===== src/design/nol_pkg.sv =====
// ----------------------------------------------------------------------------
// nol_pkg
// Shared types and constants for the next-occurrence lookup block.
// ----------------------------------------------------------------------------
package nol_pkg;

  localparam int unsigned FuncW       = 2;
  localparam int unsigned SymW        = 8;
  localparam int unsigned CharIdxW    = 3;
  localparam int unsigned PortPosW    = 9;
  localparam int unsigned AlphaW      = 64;
  localparam int unsigned AlphaSizeW  = 4;
  localparam int unsigned CfgIdxW     = 1;
  localparam int unsigned CfgDataW    = 64;
  localparam int unsigned MaxAlphabet = 8;
  localparam int unsigned DefMaxLen   = 256;

  typedef enum logic [FuncW-1:0] {
    FuncClear  = 2'd0,
    FuncAppend = 2'd1,
    FuncQuery  = 2'd2,
    FuncNone   = 2'd3
  } func_e;

  typedef enum logic [CfgIdxW-1:0] {
    CfgAlphaChars = 1'b0,
    CfgAlphaSize  = 1'b1
  } cfg_reg_e;

  typedef enum logic {
    StIdle   = 1'b0,
    StSearch = 1'b1
  } state_e;

  // search token walking down the cell row
  typedef struct packed {
    logic            valid;
    logic            live;
    logic            found;
    logic [SymW-1:0] want;
  } tok_t;

endpackage


===== src/design/nol_cell.sv =====
// ----------------------------------------------------------------------------
// nol_cell
// One string position: holds its symbol and checks the passing search token.
// ----------------------------------------------------------------------------
module nol_cell import nol_pkg::*; #(
  parameter int unsigned CellIdx = 0,
  parameter int unsigned PosW    = 9
) (
  input  logic                   clk_i,
  input  logic                   rst_ni,
  input  logic                   append_i,
  input  logic [SymW-1:0]        symbol_i,
  input  logic [PosW-1:0]        len_i,
  input  logic [PosW-1:0]        start_i,
  input  tok_t                   tok_i,
  input  logic [PosW-1:0]        pos_i,
  output tok_t                   tok_o,
  output logic [PosW-1:0]        pos_o
);

  // this cell holds string position CellIdx+1
  localparam logic [PosW-1:0] MyPos = PosW'(CellIdx + 1);

  logic [SymW-1:0] sym_q;
  tok_t            tok_d, tok_q;
  logic [PosW-1:0] pos_d, pos_q;
  logic            hit;

  always_ff @(posedge clk_i) begin
    if (append_i && (len_i == PosW'(CellIdx))) begin
      sym_q <= symbol_i;
    end
  end

  assign hit = tok_i.valid && tok_i.live && !tok_i.found &&
               (MyPos > start_i) && (MyPos <= len_i) && (sym_q == tok_i.want);

  always_comb begin
    tok_d = tok_i;
    pos_d = pos_i;
    if (hit) begin
      tok_d.found = 1'b1;
      pos_d       = MyPos;
    end
  end

  always_ff @(posedge clk_i or negedge rst_ni) begin
    if (!rst_ni) begin
      tok_q <= '0;
    end else begin
      tok_q <= tok_d;
    end
  end

  always_ff @(posedge clk_i) begin
    pos_q <= pos_d;
  end

  assign tok_o = tok_q;
  assign pos_o = pos_q;

endmodule


===== config.mk =====
export PLATFORM = sky130hd
export DESIGN_NAME = nol_cell
export DESIGN_NICKNAME = d
export VERILOG_FILES = /design/src/design/nol_pkg.sv /design/src/design/nol_cell.sv
export SDC_FILE = /design/constraint.sdc
export NUM_CORES = 1
export LEC_CHECK = 0
export ABC_CLOCK_PERIOD_IN_PS = 3000
export BUFFER_PORTS_ARGS = -buffer_cell sky130_fd_sc_hd__buf_2
export CAP_MARGIN = 20
export CORE_MARGIN = 2
export CORE_UTILIZATION = 40
export DETAILED_ROUTE_END_ITERATION = 10
export PLACE_DENSITY = 0.83
export SYNTH_ARGS = -nofsm -noshare
export SYNTH_HDL_FRONTEND = slang
export SYNTH_SLANG_ARGS = --single-unit

===== constraint.sdc =====
create_clock -name clk_i -period 3 [get_ports clk_i]
set_clock_uncertainty 0.15 [all_clocks]
set_input_delay 0 -clock clk_i [delete_from_list [all_inputs] [get_ports clk_i]]
set_output_delay 0 -clock clk_i [all_outputs]
set_load 0.01 [all_outputs]

Yosys cells after proc, flatten, opt, wreduce, memory -nomap -nowiden

Index checks and enable logic that the tools add are counted.

Word-level logic and storage cells: 18
Output and inout port bits: 20
Bits of input ports: 49
Bits in registers: 28

Equal/unequal tests: 1
Reduce and logical (&&, ||, !) cells: 8
$lt $le $gt $ge: 2
Muxes and demuxes: 1

Operator list:

| operator                                                                        | count |
|---|---|
| 1-bit by 9-bit greater-than comparator with 1-bit output, first input constant  | 1 |
| 1-bit by 9-bit less-or-equal comparator with 1-bit output, first input constant | 1 |
| 9-bit zero test                                                                 | 1 |
| 8-bit == test                                                                   | 1 |
| 1-bit logical AND                                                               | 6 |
| 1-bit zero test                                                                 | 1 |
| 1-bit two-way mux                                                               | 1 |

Longest topological paths before layout

Depth after elaboration: 6
Mapped depth: 4
Gate-level depth less buffers: 3

Least setup slack after synthesis

No wires, ideal clock.

Kind: input to register
From: in len_i[6]
To: reg sym_q[0] (enable)
Setup time: 371 ps
Data required time: 2479 ps
Cell stages on the path: 4
Slack: 1524 ps
Path buffers: 1
Arrival: 955 ps
Path through: nor4_1 -> nand3_1 -> clkbuf_1 -> nor2_1

Word-level cells in the longest chain between the ends: 2

Ends and longest elaborated chain:

| element                | line           | text |
|---|---|---|
| start: declaration     | nol_cell.sv:13 | `input logic [PosW-1:0] len_i,` |
| 9-bit zero test        | nol_cell.sv:30 | `if (append_i && (len_i == PosW'(CellIdx))) begin` |
| 1-bit logical AND      | nol_cell.sv:30 |  |
| end signal: assignment | nol_cell.sv:31 | `sym_q <= symbol_i;` |
| end: declaration       | nol_cell.sv:24 | `logic [SymW-1:0] sym_q;` |

No other way between the ends.
A chain may end at the register's enable or synchronous reset.

Worst setup path in the final report

From: reg sym_q[6]
To: reg pos_q[2], in the netlist pos_o[2]

Word-level cells in the longest chain between the ends: 2

Ends and longest elaborated chain:

| element                | line           | text |
|---|---|---|
| 8-bit == test          | nol_cell.sv:36 | `(MyPos > start_i) && (MyPos <= len_i) && (sym_q == tok_i.want);` |
| 1-bit logical AND      | nol_cell.sv:36 |  |
| end signal: assignment | nol_cell.sv:56 | `pos_q <= pos_d;` |
| end: declaration       | nol_cell.sv:26 | `logic [PosW-1:0] pos_d, pos_q;` |

No other way between the ends.

==> impl_metrics.xml <==
<?xml version="1.0" encoding="UTF-8"?>
<metrics>
  <group name="run_status">
    <metric name="outcome" unit="">completed</metric>
  </group>
  <group name="setup_path">
    <metric name="cp_num_cells" unit="">3</metric>
    <metric name="startpoint_type" unit="">flop</metric>
    <metric name="critical-path-max-stage-delay" unit="ps">540</metric>
    <metric name="critPathKind" unit="">flop to flop</metric>
    <metric name="critical_path.slowest_cell" unit="">sky130_fd_sc_hd__nor4_4</metric>
    <metric name="worst_path_dominant_cell_family" unit="">simple AND/OR/NAND/NOR gates</metric>
    <metric name="worst_ep_arrival_time" unit="ps">1640</metric>
    <metric name="first_element_of_the_critical_path" unit="">sym_q[6]</metric>
    <metric name="critPathRequiredTime" unit="ps">3040</metric>
    <metric name="path_cells" unit="">xor2_1 -&gt; nor4_4 -&gt; a41oi_1</metric>
    <metric name="regToRegEndpoint" unit="">pos_o[2]</metric>
    <metric name="timing.reg2reg.worst_path_depth" unit="">3</metric>
    <metric name="critPathCapture" unit="">pos_o[2]</metric>
    <metric name="worst-path-buf-inv" unit="">0</metric>
    <metric name="regToRegStartpoint" unit="">sym_q[6]</metric>
    <metric name="rrSetupSlack" unit="ps">1400</metric>
    <metric name="crit_fanout" unit="">10</metric>
    <metric name="critPathCaptureType" unit="">flop</metric>
  </group>
  <group name="cts">
    <metric name="cts.reportedPaths.clkPinSlew" unit="ps">140</metric>
    <metric name="cts_made_buffers" unit="">3</metric>
    <metric name="cts_max_level" unit="">1</metric>
    <metric name="clock-sinks" unit="">28</metric>
    <metric name="insertion_delay_of_the_later_clocked_pin_in_the_worst_skew_pair" unit="ps">320</metric>
    <metric name="clock_path_buffers" unit="">2</metric>
    <metric name="root_buffer" unit="">sky130_fd_sc_hd__clkbuf_4</metric>
    <metric name="cts.repair.resized" unit="">0</metric>
    <metric name="cts.repair_timing.setup_buffer_count" unit="">0</metric>
    <metric name="tritoncts" unit="">done</metric>
  </group>
  <group name="logic_synthesis">
    <metric name="synth.area.mux_share" unit="%">0</metric>
    <metric name="arithmetic_cell_share_of_the_synthesized_area_counting_full_adders_half_adders_and_majority_gates" unit="%">0</metric>
    <metric name="mappedNetlistArea" unit="sq um">986</metric>
    <metric name="synth_nets" unit="">117</metric>
    <metric name="synth-seq-cells" unit="">28</metric>
    <metric name="combinational_family_with_the_most_area_after_synthesis" unit="">compound AO/OA/AOI/OAI gates</metric>
    <metric name="yosys.area_share.xor_xnor" unit="%">7.11</metric>
    <metric name="synthDistinctLibCells" unit="">18</metric>
    <metric name="mean_cell_area_of_the_mapped_netlist" unit="sq um">14.5</metric>
    <metric name="synth_cells" unit="">68</metric>
    <metric name="synth_seq_area_share" unit="%">70.6</metric>
    <metric name="synth_warnings" unit="">0</metric>
    <metric name="synth_area_in_simple_gates" unit="%">8.88</metric>
    <metric name="synth_compound_gate_area_share" unit="%">9.14</metric>
  </group>
  <group name="timing">
    <metric name="min_tclk_post_route" unit="ps">1600</metric>
    <metric name="max-slew-margin-rel" unit="%">54.2</metric>
    <metric name="finalWorstSetupSlack" unit="ps">1400</metric>
    <metric name="finalSetupViolCount" unit="">0</metric>
    <metric name="maxClockFrequency" unit="GHz">0.625</metric>
    <metric name="worst-slew-pin-transition" unit="ps">684</metric>
    <metric name="tns" unit="ps">0</metric>
    <metric name="grt_setup_unrepaired" unit="">no</metric>
    <metric name="finalHoldViolations" unit="">0</metric>
    <metric name="slew_violations" unit="">0</metric>
    <metric name="period_share" unit="%">53.3</metric>
  </group>
  <group name="placement">
    <metric name="portBuffers" unit="">68</metric>
    <metric name="detailed_place.area" unit="sq um">1350</metric>
    <metric name="hpwl_after_dpl" unit="um">1730</metric>
    <metric name="dp_slack" unit="ps">1130</metric>
    <metric name="placed_cells_incl_taps" unit="">162</metric>
    <metric name="place_congestion" unit="">0.660</metric>
  </group>
  <group name="floorplanning">
    <metric name="dieArea" unit="sq um">2880</metric>
    <metric name="die_y" unit="um">53.6</metric>
    <metric name="die-width" unit="um">53.6</metric>
    <metric name="rows" unit="">17</metric>
    <metric name="number_of_ports_placed_on_the_die_boundary" unit="">69</metric>
    <metric name="core" unit="sq um">2280</metric>
    <metric name="initial_core_util" unit="%">43.3</metric>
  </group>
  <group name="power">
    <metric name="power_share_of_the_sequential_group" unit="%">60.9</metric>
    <metric name="cell_internal_pwr" unit="uW">519</metric>
    <metric name="power.density_cell_area" unit="nW/um^2">399</metric>
    <metric name="clock_power_share" unit="%">23.0</metric>
    <metric name="peakVddDrop" unit="mV">0.296</metric>
    <metric name="p_sw_share" unit="%">22.5</metric>
    <metric name="p_sw" unit="uW">151</metric>
    <metric name="final_total_power" unit="uW">670</metric>
    <metric name="power_frac_comb" unit="%">16.1</metric>
    <metric name="total_leakage_power" unit="uW">0.000804</metric>
  </group>
  <group name="drt">
    <metric name="detail_route.wirelength" unit="um">2610</metric>
    <metric name="vias_per_cell" unit="">4.74</metric>
    <metric name="drt.antenna.violating_nets" unit="">0</metric>
    <metric name="detail_route.iter0.violations" unit="">8</metric>
    <metric name="wl_per_cell" unit="um">13.3</metric>
    <metric name="via_count" unit="">929</metric>
    <metric name="detail_route.drc_violations" unit="">0</metric>
    <metric name="drt-pass1-iter-count" unit="">4</metric>
  </group>
  <group name="global_route">
    <metric name="first_global_vias" unit="">951</metric>
    <metric name="grt_first_pass_wirelength" unit="um">4110</metric>
    <metric name="track_usage" unit="%">20.7</metric>
    <metric name="grt_overflow" unit="">0</metric>
    <metric name="grt_max_degree" unit="">16</metric>
    <metric name="initial_antenna_violation_count" unit="">0</metric>
  </group>
  <group name="layout">
    <metric name="mostFrequentLayoutCell" unit="">sky130_fd_sc_hd__buf_2</metric>
    <metric name="syn2layout_area_growth" unit="%">70.3</metric>
    <metric name="layout.cells.most_common_list" unit="">sky130_fd_sc_hd__buf_2 (68), sky130_fd_sc_hd__dlygate4sd3_1 (30), sky130_fd_sc_hd__dfrtp_1 (11)</metric>
    <metric name="final_cell_area" unit="sq um">1680</metric>
    <metric name="design.final.nets" unit="">218</metric>
    <metric name="finish.cell_count_without_fillers" unit="">196</metric>
    <metric name="drive_gt1_share" unit="%">43.5</metric>
    <metric name="antenna_cells" unit="">0</metric>
  </group>
  <group name="worst_hold_path">
    <metric name="hp-class" unit="">primary input to flop</metric>
  </group>
  <group name="job">
    <metric name="cap_violations" unit="">0</metric>
  </group>
</metrics>
[worst min-delay path, cell delays in order]
cell,delay (ps)
sky130_fd_sc_hd__buf_2,100
sky130_fd_sc_hd__inv_1,40
sky130_fd_sc_hd__nor2_1,150
[synthesized netlist by cell type]
| cell type | count | share of area [%] |
|---|---|---|
| sky130_fd_sc_hd__nor4_1 | 2 | 1.3 |
| sky130_fd_sc_hd__dfrtp_1 | 11 | 28 |
| sky130_fd_sc_hd__dfxtp_1 | 9 | 18 |
| sky130_fd_sc_hd__nor4b_1 | 2 | 1.8 |
| sky130_fd_sc_hd__xnor2_1 | 1 | 0.89 |
| sky130_fd_sc_hd__clkbuf_1 | 1 | 0.38 |
| sky130_fd_sc_hd__edfxtp_1 | 8 | 24 |
| sky130_fd_sc_hd__a41o_1 | 2 | 2.0 |
| sky130_fd_sc_hd__nor3_1 | 1 | 0.51 |
| sky130_fd_sc_hd__xor2_1 | 7 | 6.2 |
| sky130_fd_sc_hd__inv_1 | 9 | 3.4 |
| sky130_fd_sc_hd__buf_2 | 1 | 0.51 |
| sky130_fd_sc_hd__and4_1 | 1 | 0.89 |
| sky130_fd_sc_hd__nor3_2 | 1 | 1.0 |
| sky130_fd_sc_hd__nand3_1 | 1 | 0.51 |
| sky130_fd_sc_hd__nor2_1 | 2 | 0.76 |
| sky130_fd_sc_hd__a41oi_1 | 8 | 7.1 |
| sky130_fd_sc_hd__nor4_4 | 1 | 2.2 |
[what timing repair did]
item	4_1_cts	5_1_grt
setup endpoints to repair	0	0
hold buffers	30	0
endpoints found under the hold margin	39	0
[worst min path at each step]
stage | startpoint | endpoint | depth (start not counted)
6_report | append_i | sym_q[4] | 3
4_1_cts | append_i | sym_q[5] | 3
2_1_floorplan | rst_ni | tok_o[0] | 0
5_1_grt | append_i | sym_q[2] | 3
3_3_place_gp | rst_ni | tok_o[10] | 1
3_5_place_dp | rst_ni | tok_o[10] | 1
[cell families (layout without fill, tap and decap cells)]
| group | after synthesis | in the layout |
|---|---|---|
| buf+inv | 11 | 111 |
| xor+xnor | 8 | 8 |
| simple gates | 11 | 11 |
| compound gates | 10 | 10 |
| flops | 28 | 28 |
[flip-flops by register name, indices dropped and copies added, names as in the netlist]
signal and flops:
pos_o 9, tok_o 11, sym_q 8
[area by class of cell]
| cell class | instances | area, sq um |
|---|---|---|
| multi-input combinational | 29 | 248 |
| clock buffer | 3 | 22.5 |
| fill | 150 | 597 |
| inverter | 9 | 33.8 |
| sequential | 28 | 696 |
| timing repair buffer | 98 | 641 |
| clock inverter | 1 | 3.75 |
| tap | 28 | 35.0 |
[per-stage QoR]
stage / hold slack (ps) / util (%)
after floorplan: -446 / -
after global placement: -266 / 59.4
after detailed placement: -257 / 59.4
after CTS: 8.23 / 73.8
after global routing: 17.8 / 73.8
final: 19.9 / 73.8
[power groups by stage]
| stage | sequential [uW] | clock (uW) | combinational [uW] |
|---|---|---|---|
| after CTS | 408 | 157 | 107 |
| final | 408 | 154 | 108 |
| after floorplan | 424 | 0 | 16.5 |
| after detailed placement | 416 | 0 | 77.5 |
| after global routing | 409 | 174 | 118 |
| after global placement | 416 | 0 | 74.6 |
[routing by layer]
metal  part of all wire (%)  up-vias  GRT usage (%)
met1                     34      434           19.0
li1                       -      448              -
met5                      0        -              0
met3                    6.0        6           5.56
met4                    1.6        0           5.98
met2                     58       41           42.8
No activity file was read; power rests on OpenSTA's default activity.
